[src/design/qsrm_pkg.sv]
// Shared constants, the sideband struct and width helpers for the quad scanline row mask.
// Depends on nothing; every other file of the block imports it.
`default_nettype none

package qsrm_pkg;

  localparam int DEF_MAX_BLOCK_WIDTH  = 64;
  localparam int DEF_MAX_BLOCK_HEIGHT = 1024;

  localparam int MIN_QUAD_SIZE = 5;
  localparam int XW            = 6;
  localparam int IN_YW         = 10;
  localparam int CROSS_W       = 7;
  localparam int QUOT_BITS     = 7;
  localparam int ROW_W         = 64;
  localparam int BW_W          = 7;
  localparam int BH_W          = 11;
  localparam int APB_DW        = 32;
  localparam int APB_AW        = 3;

  localparam logic [CROSS_W-1:0] CROSS_MAX = 7'd127;
  localparam logic [BW_W-1:0]    BW_RESET  = 7'd64;
  localparam logic [BH_W-1:0]    BH_RESET  = 11'd64;

  localparam logic REG_BLOCK_WIDTH  = 1'b0;
  localparam logic REG_BLOCK_HEIGHT = 1'b1;

  typedef struct packed {
    logic            undersize;
    logic            outer;
    logic [BW_W-1:0] width;
  } side_t;

  function automatic int coord_w(int max_h);
    int hb;
    hb = $clog2(max_h);
    return (hb > IN_YW) ? hb : IN_YW;
  endfunction

endpackage

`default_nettype wire

[src/design/qsrm_cfg.sv]
// Configuration register file with an APB-style port: block width and block height.
// Depends on qsrm_pkg for register codes, widths and reset values.
`default_nettype none

module qsrm_cfg import qsrm_pkg::*; (
  input  logic              clk,
  input  logic              rst_n,
  input  logic              psel,
  input  logic              penable,
  input  logic              pwrite,
  input  logic [APB_AW-1:0] paddr,
  input  logic [APB_DW-1:0] pwdata,
  output logic [APB_DW-1:0] prdata,
  output logic              pready,
  output logic [BW_W-1:0]   block_width,
  output logic [BH_W-1:0]   block_height
);

  logic            wr_en;
  logic [BW_W-1:0] block_width_r;
  logic [BH_W-1:0] block_height_r;

  assign pready = 1'b1;
  assign wr_en  = psel && penable && pwrite && pready;

  always_ff @(posedge clk) begin
    if (!rst_n) begin
      block_width_r  <= BW_RESET;
      block_height_r <= BH_RESET;
    end else if (wr_en) begin
      unique case (paddr[2])
        REG_BLOCK_WIDTH:  block_width_r  <= pwdata[BW_W-1:0];
        REG_BLOCK_HEIGHT: block_height_r <= pwdata[BH_W-1:0];
        default:          block_width_r  <= block_width_r;
      endcase
    end
  end

  always_comb begin
    unique case (paddr[2])
      REG_BLOCK_WIDTH:  prdata = APB_DW'(block_width_r);
      REG_BLOCK_HEIGHT: prdata = APB_DW'(block_height_r);
      default:          prdata = '0;
    endcase
  end

  assign block_width  = block_width_r;
  assign block_height = block_height_r;

endmodule

`default_nettype wire

[src/design/qsrm_edge.sv]
// Front stages: edge selection, the two cross products and the signed numerator per edge.
// Three register stages; depends on qsrm_pkg. Gives magnitude of numerator and denominator.
`default_nettype none

module qsrm_edge import qsrm_pkg::*; #(
  parameter int MAX_BLOCK_WIDTH  = DEF_MAX_BLOCK_WIDTH,
  parameter int MAX_BLOCK_HEIGHT = DEF_MAX_BLOCK_HEIGHT
) (
  input  logic             clk,
  input  logic             rst_n,
  input  logic             in_valid,
  input  logic [XW-1:0]    in_top_x,
  input  logic [IN_YW-1:0] in_left_y,
  input  logic [XW-1:0]    in_bottom_x,
  input  logic [IN_YW-1:0] in_right_y,
  input  logic [IN_YW-1:0] in_row_y,
  input  logic             in_outside_value,
  input  logic [BW_W-1:0]  cfg_width,
  input  logic [BH_W-1:0]  cfg_height,
  output logic             out_valid,
  output side_t            out_side,
  output logic [coord_w(MAX_BLOCK_HEIGHT)+8:0] out_mag [2],
  output logic [coord_w(MAX_BLOCK_HEIGHT)-1:0] out_den [2]
);

  localparam int YW   = coord_w(MAX_BLOCK_HEIGHT);
  localparam int SW   = YW + 1;
  localparam int XSW  = XW + 1;
  localparam int PW   = YW + 8;
  localparam int NW   = YW + 9;
  localparam int HEW  = $clog2(MAX_BLOCK_HEIGHT + 1);
  localparam int HCW  = (HEW > BH_W) ? HEW : BH_W;

  typedef enum logic [2:0] {
    EDGE_AB,
    EDGE_AD,
    EDGE_BC,
    EDGE_DC,
    EDGE_CB
  } edge_sel_t;

  logic [BW_W-1:0]       w_sat, w_m1;
  logic [HCW-1:0]        h_ext, h_sat, h_m1;
  logic [XW-1:0]         xd;
  logic [YW-1:0]         yc, yb, yd, yy;
  logic                  undersize;
  edge_sel_t             sel [2];
  logic [XW-1:0]         ex1 [2];
  logic [XW-1:0]         ex2 [2];
  logic [YW-1:0]         ey1 [2];
  logic [YW-1:0]         ey2 [2];
  logic signed [SW-1:0]  dy_nxt [2];
  logic signed [SW-1:0]  ry_nxt [2];
  logic signed [XSW-1:0] dx_nxt [2];
  side_t                 side_nxt;

  logic                  valid0_r, valid1_r, valid2_r;
  side_t                 side0_r, side1_r, side2_r;
  logic [XW-1:0]         x1_0_r [2];
  logic signed [SW-1:0]  dy0_r [2];
  logic signed [SW-1:0]  ry0_r [2];
  logic signed [XSW-1:0] dx0_r [2];
  logic [XW-1:0]         x1_1_r [2];
  logic signed [SW-1:0]  dy1_r [2];
  logic signed [PW-1:0]  p1_r [2];
  logic signed [PW-1:0]  p2_r [2];
  logic signed [PW-1:0]  p1_nxt [2];
  logic signed [PW-1:0]  p2_nxt [2];
  logic signed [NW-1:0]  num_c [2];
  logic signed [NW-1:0]  num_neg [2];
  logic signed [SW-1:0]  dy_neg [2];
  logic [NW-1:0]         mag_nxt [2];
  logic [YW-1:0]         den_nxt [2];
  logic [NW-1:0]         mag_r [2];
  logic [YW-1:0]         den_r [2];

  always_comb begin
    w_sat = (cfg_width > BW_W'(MAX_BLOCK_WIDTH)) ? BW_W'(MAX_BLOCK_WIDTH) : cfg_width;
    h_ext = HCW'(cfg_height);
    h_sat = (h_ext > HCW'(MAX_BLOCK_HEIGHT)) ? HCW'(MAX_BLOCK_HEIGHT) : h_ext;
    w_m1  = w_sat - 1'b1;
    h_m1  = h_sat - 1'b1;
    xd    = w_m1[XW-1:0];
    yc    = h_m1[YW-1:0];
    undersize = (w_sat < BW_W'(MIN_QUAD_SIZE)) || (h_sat < HCW'(MIN_QUAD_SIZE));
    yb    = YW'(in_left_y);
    yd    = YW'(in_right_y);
    yy    = YW'(in_row_y);

    if (in_left_y < in_right_y) begin
      if (in_row_y < in_left_y) begin
        sel[0] = EDGE_AB;
        sel[1] = EDGE_AD;
      end else if (in_row_y < in_right_y) begin
        sel[0] = EDGE_BC;
        sel[1] = EDGE_AD;
      end else begin
        sel[0] = EDGE_BC;
        sel[1] = EDGE_DC;
      end
    end else begin
      if (in_row_y < in_right_y) begin
        sel[0] = EDGE_AB;
        sel[1] = EDGE_AD;
      end else if (in_row_y < in_left_y) begin
        sel[0] = EDGE_AB;
        sel[1] = EDGE_DC;
      end else begin
        sel[0] = EDGE_CB;
        sel[1] = EDGE_DC;
      end
    end

    for (int l = 0; l < 2; l++) begin
      unique case (sel[l])
        EDGE_AB: begin
          ex1[l] = in_top_x; ey1[l] = '0; ex2[l] = '0; ey2[l] = yb;
        end
        EDGE_AD: begin
          ex1[l] = in_top_x; ey1[l] = '0; ex2[l] = xd; ey2[l] = yd;
        end
        EDGE_BC: begin
          ex1[l] = '0; ey1[l] = yb; ex2[l] = in_bottom_x; ey2[l] = yc;
        end
        EDGE_DC: begin
          ex1[l] = xd; ey1[l] = yd; ex2[l] = in_bottom_x; ey2[l] = yc;
        end
        EDGE_CB: begin
          ex1[l] = in_bottom_x; ey1[l] = yc; ex2[l] = '0; ey2[l] = yb;
        end
        default: begin
          ex1[l] = in_top_x; ey1[l] = '0; ex2[l] = '0; ey2[l] = yb;
        end
      endcase
      dy_nxt[l] = $signed({1'b0, ey2[l]}) - $signed({1'b0, ey1[l]});
      ry_nxt[l] = $signed({1'b0, yy}) - $signed({1'b0, ey1[l]});
      dx_nxt[l] = $signed({1'b0, ex2[l]}) - $signed({1'b0, ex1[l]});
    end

    side_nxt.undersize = undersize;
    side_nxt.outer     = in_outside_value;
    side_nxt.width     = w_sat;
  end

  always_comb begin
    for (int l = 0; l < 2; l++) begin
      p1_nxt[l] = PW'($signed({1'b0, x1_0_r[l]})) * PW'(dy0_r[l]);
      p2_nxt[l] = PW'(ry0_r[l]) * PW'(dx0_r[l]);
    end
  end

  always_comb begin
    for (int l = 0; l < 2; l++) begin
      num_c[l]   = NW'(p1_r[l]) + NW'(p2_r[l]);
      num_neg[l] = -num_c[l];
      dy_neg[l]  = -dy1_r[l];
      if (dy1_r[l] == '0) begin
        mag_nxt[l] = NW'(x1_1_r[l]);
        den_nxt[l] = YW'(1);
      end else begin
        mag_nxt[l] = num_c[l][NW-1] ? num_neg[l] : num_c[l];
        den_nxt[l] = dy1_r[l][SW-1] ? dy_neg[l][YW-1:0] : dy1_r[l][YW-1:0];
      end
    end
  end

  always_ff @(posedge clk) begin
    if (!rst_n) begin
      valid0_r <= 1'b0;
      valid1_r <= 1'b0;
      valid2_r <= 1'b0;
    end else begin
      valid0_r <= in_valid;
      valid1_r <= valid0_r;
      valid2_r <= valid1_r;
    end
  end

  always_ff @(posedge clk) begin
    side0_r <= side_nxt;
    side1_r <= side0_r;
    side2_r <= side1_r;
    for (int l = 0; l < 2; l++) begin
      x1_0_r[l] <= ex1[l];
      dy0_r[l]  <= dy_nxt[l];
      ry0_r[l]  <= ry_nxt[l];
      dx0_r[l]  <= dx_nxt[l];
      x1_1_r[l] <= x1_0_r[l];
      dy1_r[l]  <= dy0_r[l];
      p1_r[l]   <= p1_nxt[l];
      p2_r[l]   <= p2_nxt[l];
      mag_r[l]  <= mag_nxt[l];
      den_r[l]  <= den_nxt[l];
    end
  end

  assign out_valid = valid2_r;
  assign out_side  = side2_r;
  assign out_mag   = mag_r;
  assign out_den   = den_r;

endmodule

`default_nettype wire

[src/design/qsrm_div.sv]
// Two-lane pipelined restoring divider: a range stage, then one quotient bit per stage.
// Saturates a crossing whose quotient overflows to its maximum; depends on qsrm_pkg.
`default_nettype none

module qsrm_div import qsrm_pkg::*; #(
  parameter int YW = IN_YW
) (
  input  logic               clk,
  input  logic               rst_n,
  input  logic               in_valid,
  input  side_t              in_side,
  input  logic [YW+8:0]      in_mag [2],
  input  logic [YW-1:0]      in_den [2],
  output logic               out_valid,
  output side_t              out_side,
  output logic [CROSS_W-1:0] out_cross [2]
);

  localparam int NW = YW + 9;
  localparam int RW = YW + QUOT_BITS;

  logic                 valid_r [0:QUOT_BITS];
  side_t                side_r  [0:QUOT_BITS];
  logic                 ovf_r   [0:QUOT_BITS][0:1];
  logic [RW-1:0]        rem_r   [0:QUOT_BITS][0:1];
  logic [YW-1:0]        den_r   [0:QUOT_BITS][0:1];
  logic [QUOT_BITS-1:0] q_r     [0:QUOT_BITS][0:1];
  logic                 ovf_nxt [2];

  always_comb begin
    for (int l = 0; l < 2; l++) begin
      ovf_nxt[l] = in_mag[l] >= NW'({in_den[l], {QUOT_BITS{1'b0}}});
    end
  end

  always_ff @(posedge clk) begin
    if (!rst_n) begin
      valid_r[0] <= 1'b0;
    end else begin
      valid_r[0] <= in_valid;
    end
  end

  always_ff @(posedge clk) begin
    side_r[0] <= in_side;
    for (int l = 0; l < 2; l++) begin
      ovf_r[0][l] <= ovf_nxt[l];
      rem_r[0][l] <= in_mag[l][RW-1:0];
      den_r[0][l] <= in_den[l];
      q_r[0][l]   <= '0;
    end
  end

  for (genvar s = 0; s < QUOT_BITS; s++) begin : g_step
    localparam int K = QUOT_BITS - 1 - s;

    logic [RW-1:0] den_sh  [2];
    logic [RW:0]   trial   [2];
    logic [RW-1:0] rem_nxt [2];
    logic          bit_nxt [2];

    always_comb begin
      for (int l = 0; l < 2; l++) begin
        den_sh[l] = RW'(den_r[s][l]) << K;
        trial[l]  = {1'b0, rem_r[s][l]} - {1'b0, den_sh[l]};
        bit_nxt[l] = !trial[l][RW];
        rem_nxt[l] = bit_nxt[l] ? trial[l][RW-1:0] : rem_r[s][l];
      end
    end

    always_ff @(posedge clk) begin
      if (!rst_n) begin
        valid_r[s+1] <= 1'b0;
      end else begin
        valid_r[s+1] <= valid_r[s];
      end
    end

    always_ff @(posedge clk) begin
      side_r[s+1] <= side_r[s];
      for (int l = 0; l < 2; l++) begin
        ovf_r[s+1][l] <= ovf_r[s][l];
        rem_r[s+1][l] <= rem_nxt[l];
        den_r[s+1][l] <= den_r[s][l];
        q_r[s+1][l]   <= {q_r[s][l][QUOT_BITS-2:0], bit_nxt[l]};
      end
    end
  end

  always_comb begin
    for (int l = 0; l < 2; l++) begin
      out_cross[l] = ovf_r[QUOT_BITS][l] ? CROSS_MAX : CROSS_W'(q_r[QUOT_BITS][l]);
    end
  end

  assign out_valid = valid_r[QUOT_BITS];
  assign out_side  = side_r[QUOT_BITS];

endmodule

`default_nettype wire

[src/design/qsrm_mask.sv]
// Output stage: builds the row mask from the two crossings and registers the result word.
// Depends on qsrm_pkg for the sideband struct and widths.
`default_nettype none

module qsrm_mask import qsrm_pkg::*; (
  input  logic               clk,
  input  logic               rst_n,
  input  logic               in_valid,
  input  side_t              in_side,
  input  logic [CROSS_W-1:0] in_left,
  input  logic [CROSS_W-1:0] in_right,
  output logic               out_strobe,
  output logic [ROW_W-1:0]   out_row_mask,
  output logic [CROSS_W-1:0] out_left_cross_x,
  output logic [CROSS_W-1:0] out_right_cross_x
);

  logic [ROW_W-1:0]   covered, wmask, mask_nxt;
  logic [CROSS_W-1:0] left_nxt, right_nxt;
  logic               strobe_r;
  logic [ROW_W-1:0]   mask_r;
  logic [CROSS_W-1:0] left_r, right_r;

  always_comb begin
    for (int i = 0; i < ROW_W; i++) begin
      if (in_left == in_right) begin
        covered[i] = CROSS_W'(i) == in_left;
      end else begin
        covered[i] = (CROSS_W'(i) >= in_left) && (CROSS_W'(i) < in_right);
      end
      wmask[i] = CROSS_W'(i) < in_side.width;
    end

    if (in_side.undersize) begin
      mask_nxt  = in_side.outer ? wmask : '0;
      left_nxt  = '0;
      right_nxt = '0;
    end else begin
      mask_nxt  = in_side.outer ? (wmask & ~covered) : (wmask & covered);
      left_nxt  = in_left;
      right_nxt = in_right;
    end
  end

  always_ff @(posedge clk) begin
    if (!rst_n) begin
      strobe_r <= 1'b0;
    end else begin
      strobe_r <= in_valid;
    end
  end

  always_ff @(posedge clk) begin
    mask_r  <= mask_nxt;
    left_r  <= left_nxt;
    right_r <= right_nxt;
  end

  assign out_strobe        = strobe_r;
  assign out_row_mask      = mask_r;
  assign out_left_cross_x  = left_r;
  assign out_right_cross_x = right_r;

endmodule

`default_nettype wire

[src/design/quad_scanline_row_mask.sv]
// Top level of the quad scanline row mask: configuration port, edge front end, divider, mask.
// Depends on qsrm_pkg, qsrm_cfg, qsrm_edge, qsrm_div and qsrm_mask.
//
//   channel | handshake            | payload
//   --------+----------------------+-------------------------------------------------
//   input   | start, busy          | in_top_x, in_left_y, in_bottom_x, in_right_y,
//           |                      | in_row_y, in_outside_value
//   result  | out_strobe           | out_row_mask, out_left_cross_x, out_right_cross_x
//   config  | psel, penable, pwrite| paddr, pwdata, prdata, pready
//
// One word is accepted in every cycle in which start is high; busy is always low.
// Each word passes twelve register stages: three in the edge front end, one range stage
// and seven quotient-bit stages in the divider, and the mask stage, which drives out_strobe.
// Reset clears the valid bits of every stage and restores both registers.
// The receiver cannot stall, so the pipeline never holds.
`default_nettype none

module quad_scanline_row_mask import qsrm_pkg::*; #(
  parameter int MAX_BLOCK_WIDTH  = DEF_MAX_BLOCK_WIDTH,
  parameter int MAX_BLOCK_HEIGHT = DEF_MAX_BLOCK_HEIGHT
) (
  input  logic               clk,
  input  logic               rst_n,
  input  logic               start,
  output logic               busy,
  input  logic [XW-1:0]      in_top_x,
  input  logic [IN_YW-1:0]   in_left_y,
  input  logic [XW-1:0]      in_bottom_x,
  input  logic [IN_YW-1:0]   in_right_y,
  input  logic [IN_YW-1:0]   in_row_y,
  input  logic               in_outside_value,
  output logic               out_strobe,
  output logic [ROW_W-1:0]   out_row_mask,
  output logic [CROSS_W-1:0] out_left_cross_x,
  output logic [CROSS_W-1:0] out_right_cross_x,
  input  logic               psel,
  input  logic               penable,
  input  logic               pwrite,
  input  logic [APB_AW-1:0]  paddr,
  input  logic [APB_DW-1:0]  pwdata,
  output logic [APB_DW-1:0]  prdata,
  output logic               pready
);

  localparam int YW = coord_w(MAX_BLOCK_HEIGHT);
  localparam int NW = YW + 9;

  logic               accept;
  logic [BW_W-1:0]    block_width;
  logic [BH_W-1:0]    block_height;
  logic               edge_valid;
  side_t              edge_side;
  logic [NW-1:0]      edge_mag [2];
  logic [YW-1:0]      edge_den [2];
  logic               div_valid;
  side_t              div_side;
  logic [CROSS_W-1:0] div_cross [2];

  assign busy   = 1'b0;
  assign accept = start && !busy;

  qsrm_cfg u_cfg (
    .clk          (clk),
    .rst_n        (rst_n),
    .psel         (psel),
    .penable      (penable),
    .pwrite       (pwrite),
    .paddr        (paddr),
    .pwdata       (pwdata),
    .prdata       (prdata),
    .pready       (pready),
    .block_width  (block_width),
    .block_height (block_height)
  );

  qsrm_edge #(
    .MAX_BLOCK_WIDTH  (MAX_BLOCK_WIDTH),
    .MAX_BLOCK_HEIGHT (MAX_BLOCK_HEIGHT)
  ) u_edge (
    .clk              (clk),
    .rst_n            (rst_n),
    .in_valid         (accept),
    .in_top_x         (in_top_x),
    .in_left_y        (in_left_y),
    .in_bottom_x      (in_bottom_x),
    .in_right_y       (in_right_y),
    .in_row_y         (in_row_y),
    .in_outside_value (in_outside_value),
    .cfg_width        (block_width),
    .cfg_height       (block_height),
    .out_valid        (edge_valid),
    .out_side         (edge_side),
    .out_mag          (edge_mag),
    .out_den          (edge_den)
  );

  qsrm_div #(
    .YW (YW)
  ) u_div (
    .clk       (clk),
    .rst_n     (rst_n),
    .in_valid  (edge_valid),
    .in_side   (edge_side),
    .in_mag    (edge_mag),
    .in_den    (edge_den),
    .out_valid (div_valid),
    .out_side  (div_side),
    .out_cross (div_cross)
  );

  qsrm_mask u_mask (
    .clk               (clk),
    .rst_n             (rst_n),
    .in_valid          (div_valid),
    .in_side           (div_side),
    .in_left           (div_cross[0]),
    .in_right          (div_cross[1]),
    .out_strobe        (out_strobe),
    .out_row_mask      (out_row_mask),
    .out_left_cross_x  (out_left_cross_x),
    .out_right_cross_x (out_right_cross_x)
  );

endmodule

`default_nettype wire

[config.mk]
export PLATFORM = sky130hd
export DESIGN_NAME = quad_scanline_row_mask
export DESIGN_NICKNAME = d
export VERILOG_FILES = /design/src/design/qsrm_pkg.sv /design/src/design/qsrm_cfg.sv /design/src/design/qsrm_edge.sv /design/src/design/qsrm_div.sv /design/src/design/qsrm_mask.sv /design/src/design/quad_scanline_row_mask.sv
export SDC_FILE = /design/constraint.sdc
export NUM_CORES = 2
export LEC_CHECK = 0
export BUFFER_PORTS_ARGS = -buffer_cell sky130_fd_sc_hd__clkbuf_2
export CAP_MARGIN = 20
export CORE_AREA = 5 5 335 337
export DETAILED_ROUTE_END_ITERATION = 10
export DIE_AREA = 0 0 340 342
export SLEW_MARGIN = 0
export SYNTH_ARGS = -nofsm -noshare
export SYNTH_HDL_FRONTEND = slang
export SYNTH_SLANG_ARGS = --single-unit
[constraint.sdc]
create_clock -name clk -period 7.2 [get_ports clk]
set_clock_uncertainty 0.15 [all_clocks]
set_input_delay 1.44 -clock clk [delete_from_list [all_inputs] [get_ports clk]]
set_output_delay 1.44 -clock clk [all_outputs]
set_load 0.05 [all_outputs]
# --- Yosys cells after proc, flatten, opt, wreduce, memory -nomap -nowiden ---
# Memory sizes are Yosys's and may differ from the RTL's. A register that Yosys moved wholly into a read port is not among the register bits.
# Cells that the tools add are included.
classes:
  n_lt_le_gt_ge: 201
  n_eq_ne: 72
  add_sub_neg: 28
  n_mux: 115
  n_reduce_logical: 91
  bitwise_logic: 14
  n_mul: 4
op_table:
  columns: ["cell", "n"]
  rows:
  - ["$lt A6 B7 Y1 const A", 64]
  - ["$mux W17", 14]
  - ["$eq A6 B7 Y1 const A", 32]
  - ["$ge A6 B7 Y1 const A", 32]
  - ["$lt A5 B7 Y1 const A", 32]
  - ["$mux W64", 3]
  - ["$and A64 B64 Y64", 2]
  - ["$eq A5 B7 Y1 const A", 16]
  - ["$ge A5 B7 Y1 const A", 16]
  - ["$lt A4 B7 Y1 const A", 16]
  - ["$mux W1", 74]
  - ["$logic_and A1 B1 Y1", 66]
  - ["$not A64 Y64", 1]
  - ["$pmux W32 S2", 1]
  - ["$pmux W10 S3", 2]
  - ["$eq A4 B7 Y1 const A", 8]
  - ["$ge A4 B7 Y1 const A", 8]
  - ["$lt A3 B7 Y1 const A", 8]
  - ["$sub A10 B10 Y11", 4]
  - ["$pmux W10 S2", 2]
  - ["$add A18 B18 Y19", 2]
  - ["$ge A19 B17 Y1", 2]
  - ["$neg A19 Y19", 2]
  - ["$mul A11 B7 Y18", 2]
  - ["46 further kinds", 116]
totals:
  inputBits: 84
  ramBits: 816
  mem_count: 14
  ff_bits: 184
memory_table:
  columns: ["memory", "words", "width", "read_ports", "rd_ports_with_merged_regs", "write_ports", "line_no", "rtl"]
  rows:
  - ["u_div.rem_r", 8, 34, 7, 0, 8, "qsrm_div.sv:25", "logic [RW-1:0] rem_r [0:QUOT_BITS][0:1];"]
  - ["u_div.den_r", 8, 20, 7, 0, 8, "qsrm_div.sv:26", "logic [YW-1:0] den_r [0:QUOT_BITS][0:1];"]
  - ["u_div.q_r", 8, 14, 8, 0, 8, "qsrm_div.sv:27", "logic [QUOT_BITS-1:0] q_r [0:QUOT_BITS][0:1];"]
  - ["u_div.side_r", 8, 9, 8, 0, 8, "qsrm_div.sv:23", "side_t side_r [0:QUOT_BITS];"]
  - ["u_edge.p1_r", 2, 18, 2, 0, 2, "qsrm_edge.sv:65", "logic signed [PW-1:0] p1_r [2];"]
  - ["u_edge.p2_r", 2, 18, 2, 0, 2, "qsrm_edge.sv:66", "logic signed [PW-1:0] p2_r [2];"]
  - ["8 more memories", null, null, null, null, null, null, null]

# --- Logic depth before layout (Yosys ltp) ---
# An unclocked memory read counts as a cell.
depth:
  depth_word: 9
  depth_mapped: 25

# --- Cells and area by module ---
# Synthesis repeated with hierarchy kept, for this count alone.
hier_totals:
  cells_unflattened: 5257
  area_unflattened_um2: 49543.8
by_module_without_submodules:
  columns: ["mod", "cells_each", "instances", "area_per_inst_um2"]
  rows:
  - ["qsrm_edge", 2528, 1, 23088.4]
  - ["qsrm_div", 1862, 1, 19835.3]
  - ["qsrm_mask", 757, 1, 5611.6]
  - ["qsrm_cfg", 108, 1, 997.2]
  - ["quad_scanline_row_mask", 2, 1, 11.3]

# --- Worst setup path after synthesis ---
# No wires, ideal clock.
synth_timing:
  path_type: "input-to-reg"
  start: "input in_right_y[1]"
  end: "memory u_edge.dy0_r[0][20] (netlist name)"
  arrival_ns: 5.234
  n_path_buf: 1
  required_ns: 6.978
  setup_slack_ns: 1.744
  stages: 23
  setup_ns: 0.072
  cell_sequence: "inv_1 -> ha_1 -> a21o_1 -> a21o_1 -> a21oi_1 -> o21ai_0 -> a211oi_1 -> o21bai_1 -> o21ai_1 -> clkbuf_1 -> nand2_1 -> o21ai_0 -> ha_1 -> nor2b_1 -> o21ai_0 -> a21boi_0 -> o21ai_0 -> a21boi_0 -> o21a_1 -> o21ai_0 -> nand2b_1 -> a21oi_1 -> xnor2_1"
synth_lines:
  columns: ["item", "line_no", "rtl"]
  rows:
  - ["from (decl)", "quad_scanline_row_mask.sv:29", "input logic [IN_YW-1:0] in_right_y,"]
  - ["to (decl)", "qsrm_edge.sv:60", "logic signed [SW-1:0] dy0_r [2];"]

==> impl_metrics.toml <==
[floorplan]
ioPinCount = 197
die_x_um = 340
die_y_um = 342
rows = 121
core_mm2 = 0.109
initial_core_util = 0.437
dieArea_mm2 = 0.116

[cts]
clkLatencyLatePin_ns = 0.66
cts-buffers-inserted = 91
cts_tree = "yes"
clk_pin_slew_worst_paths_ns = 0.06
cts_sinks = 891
ctsRootBufferMaster = "clkbuf_16"
cts_buffer_depth = 3
htreeDepth = 3
ctsHoldBuffers = 0
cts-resized-gates = 0
cts_setup_buffers = 0

[drt]
wl_per_cell_um = 16.1
postRouteAntennaNets = 0
vias = 33900
drt_iter0_markers = 1664
drc_errors = 0
drt_pass1_iterations = 6
wl_um = 108000
viasPerCell = 5.05

[timing]
relSlewSlack = 0.328
setup_viol = 0
fin_crit_sh = 0.729
period_minus_slack_ns = 5.25
slew_viol_final = 0
rsz0062_at_grt = "no"
final_hold_viol_count = 0
max_freq_mhz = 190
fin_tns_setup_ns = 0
worst_pin_slew_ns = 0.982

[worst_setup_path]
cp-start-kind = "register"
cpMaxStageDelayCell = "dfxtp_1"
cp_num_buf_inv = 3
rrSetupSlack_ns = 1.95
worstPathCellList = "nand2b_1, fa_1, fa_1, inv_1, fa_1, inv_1, fa_1, inv_1, ha_1, a21oi_1, o21bai_1, a21oi_1, o21a_1, o21ai_0, o41ai_1, o21bai_1, a21oi_1, xnor2_1"
slowest_delay_ns = 0.63
critPathCaptureType = "register"
crit_top_cell = "fa_1"
critical_path_peak_fanout = 12
crit_type = "reg -> reg"
path_delay_family = "adder cells"
cp.required_ns = 7.62
cp.arrival_ns = 5.67

[global_route]
grt_max_degree = 68
grt-ovfl-total = 0
grt_pass1_vias = 34500
antenna_found_initial = 6
grt_pass1_wl_um = 177000
grt_usage = 0.185

[placement]
io_buffers = 150
routabilityCongestion = 0.937
hpwl_um = 85800

[layout]
multiInputGateArea_mm2 = 0.0266
num-fill-cells = 10200
layout_common_cells = "889 x dfxtp_1, 625 x inv_1, 424 x ha_1, 399 x nand2_1, 317 x nor2_1"
area_growth_pct = 11.5
drive_gt1_frac = 0.0829
ff_latch_area_mm2 = 0.0178
nets = 5969
layout_commonest_cell = "dfxtp_1"

[synth]
syn_area_mm2 = 0.0474
synth-seq-cells = 891
async_flop_share = 0
synth_edf_count = 0
synth.distinct_cells = 97
ys_seq_area_frac = 0.376
ys.flop_type = "dfxtp_1"
ys_warn_count = 0
synth_cells = 5100
syn_avg_cell_area_um2 = 9.30

[worst_hold_path]
hold_class = "reg -> reg"

[status]
outcome = "completed"

[run]
maxCapViolCount = 0
logic make-up after synthesis:
| kind of cell | share of synthesized area |
|---|---|
| simple gates | 0.146 |
| mux | 0.0171 |
| other cells | 0.000158 |
| buf+inv | 0.0647 |
| compound gates | 0.130 |
| xor+xnor | 0.0565 |
| fa+ha+maj | 0.210 |
| flops | 0.376 |
cell type report:
cell class,count,share of cell area
Antenna cell,4,0.000189
Clock buffer,115,0.0480
Clock inverter,54,0.0146
Inverter,625,0.0444
Multi-Input combinational cell,3443,0.504
Sequential cell,891,0.337
Tap cell,1414,0.0335
Timing Repair Buffer,177,0.0181
worst register-to-register path: cells and delay by family, from the launching register on:
| kind | cells | cell delay, ns |
|---|---|---|
| buffers and inverters | 3 | 0.14 |
| AO/OA/AOI/OAI | 8 | 1.53 |
| adder cells (fa/ha/maj) | 5 | 2.45 |
| flip-flops | 1 | 0.63 |
| XOR/XNOR | 1 | 0.13 |
| AND/OR/NAND/NOR | 1 | 0.15 |
through the flow:
step | hold WS, ns | instance area (um2) | utilization | setup WS [ns] | std cells
after detailed placement | 0.162 | 49500 | 0.456 | 1.33 | 6547
after global routing | 0.137 | 52900 | 0.487 | 1.42 | 6719
final | 0.133 | 52900 | 0.487 | 1.95 | 6723
after floorplan | 0.160 | 47500 | - | 1.74 | 5121
after global placement | 0.160 | 49500 | 0.456 | 1.36 | 6547
after CTS | 0.125 | 52800 | 0.487 | 1.91 | 6716
path summary, 6_finish.rpt:
path | from | endpoint | cells past startpoint
max | u_edge.dx0_r[0][13] | u_edge.p2_r[0][35] | 18
min | u_div.rem_r[0][36] | u_div.rem_r[0][70] | 0
max reg2reg | u_edge.dx0_r[0][13] | u_edge.p2_r[0][35] | 18
min reg2reg | u_div.rem_r[0][36] | u_div.rem_r[0][70] | 0
state kept, by name, indices dropped and copies added (netlist names), 8 cells and up:
| name | cells |
|---|---|
| u_cfg.block_height | 11 |
| u_div.q_r | 56 |
| u_edge.side1_r | 9 |
| u_edge.side0_r | 9 |
| u_edge.x1_0_r | 12 |
| u_edge.dy0_r | 22 |
| u_edge.x1_1_r | 12 |
| u_div.ovf_r | 16 |
| u_edge.out_side | 9 |
| u_edge.p2_r | 36 |
| u_div.rem_r | 238 |
| u_edge.p1_r | 36 |
| u_div.den_r | 140 |
| u_edge.dy1_r | 22 |
| u_mask.out_row_mask | 64 |
| u_div.side_r | 72 |
| u_edge.dx0_r | 14 |
| u_edge.ry0_r | 22 |
| u_div.valid_r | 8 |
| u_edge.out_den | 20 |
| u_edge.out_mag | 38 |
synth_stat cells, types with 15 or more instances:
| library cell | instances | area [um2] |
|---|---|---|
| or2_2 | 18 | 113 |
| nand2b_1 | 76 | 475 |
| clkbuf_1 | 117 | 439 |
| and2_1 | 237 | 1480 |
| mux2_2 | 48 | 541 |
| xor2_1 | 104 | 911 |
| nor2b_1 | 62 | 388 |
| a31oi_1 | 23 | 144 |
| dfxtp_1 | 891 | 17800 |
| fa_1 | 232 | 4640 |
| nand3_1 | 59 | 295 |
| inv_1 | 625 | 2350 |
| ha_1 | 424 | 5310 |
| buf_4 | 24 | 180 |
| a211oi_1 | 27 | 203 |
| o21ai_0 | 287 | 1440 |
| nor2_1 | 317 | 1190 |
| xnor2_1 | 202 | 1770 |
| mux2i_1 | 27 | 270 |
| nand2_1 | 399 | 1500 |
| and3_1 | 31 | 194 |
| nor3_1 | 73 | 365 |
| nand4_1 | 17 | 106 |
| a21o_1 | 85 | 638 |
| o21a_1 | 29 | 218 |
| nor4_1 | 28 | 175 |
| o31ai_1 | 28 | 210 |
| or3_1 | 25 | 156 |
| o211ai_1 | 30 | 225 |
| a21oi_1 | 268 | 1340 |
| a21boi_0 | 45 | 338 |
| a221oi_1 | 15 | 131 |
| o21bai_1 | 32 | 240 |
metal layers:
layer | vias up | GRT usage | wire (um)
met3 | 234 | 0.0321 | 6130
met5 | - | 0 | 26
li1 | 17100 | - | -
met1 | 15800 | 0.240 | 48100
met2 | 784 | 0.314 | 50300
met4 | 4 | 0.0645 | 3780
Power is not shown: default switching activity piles up to over one toggle a cycle in this logic, so the estimate is an artifact.
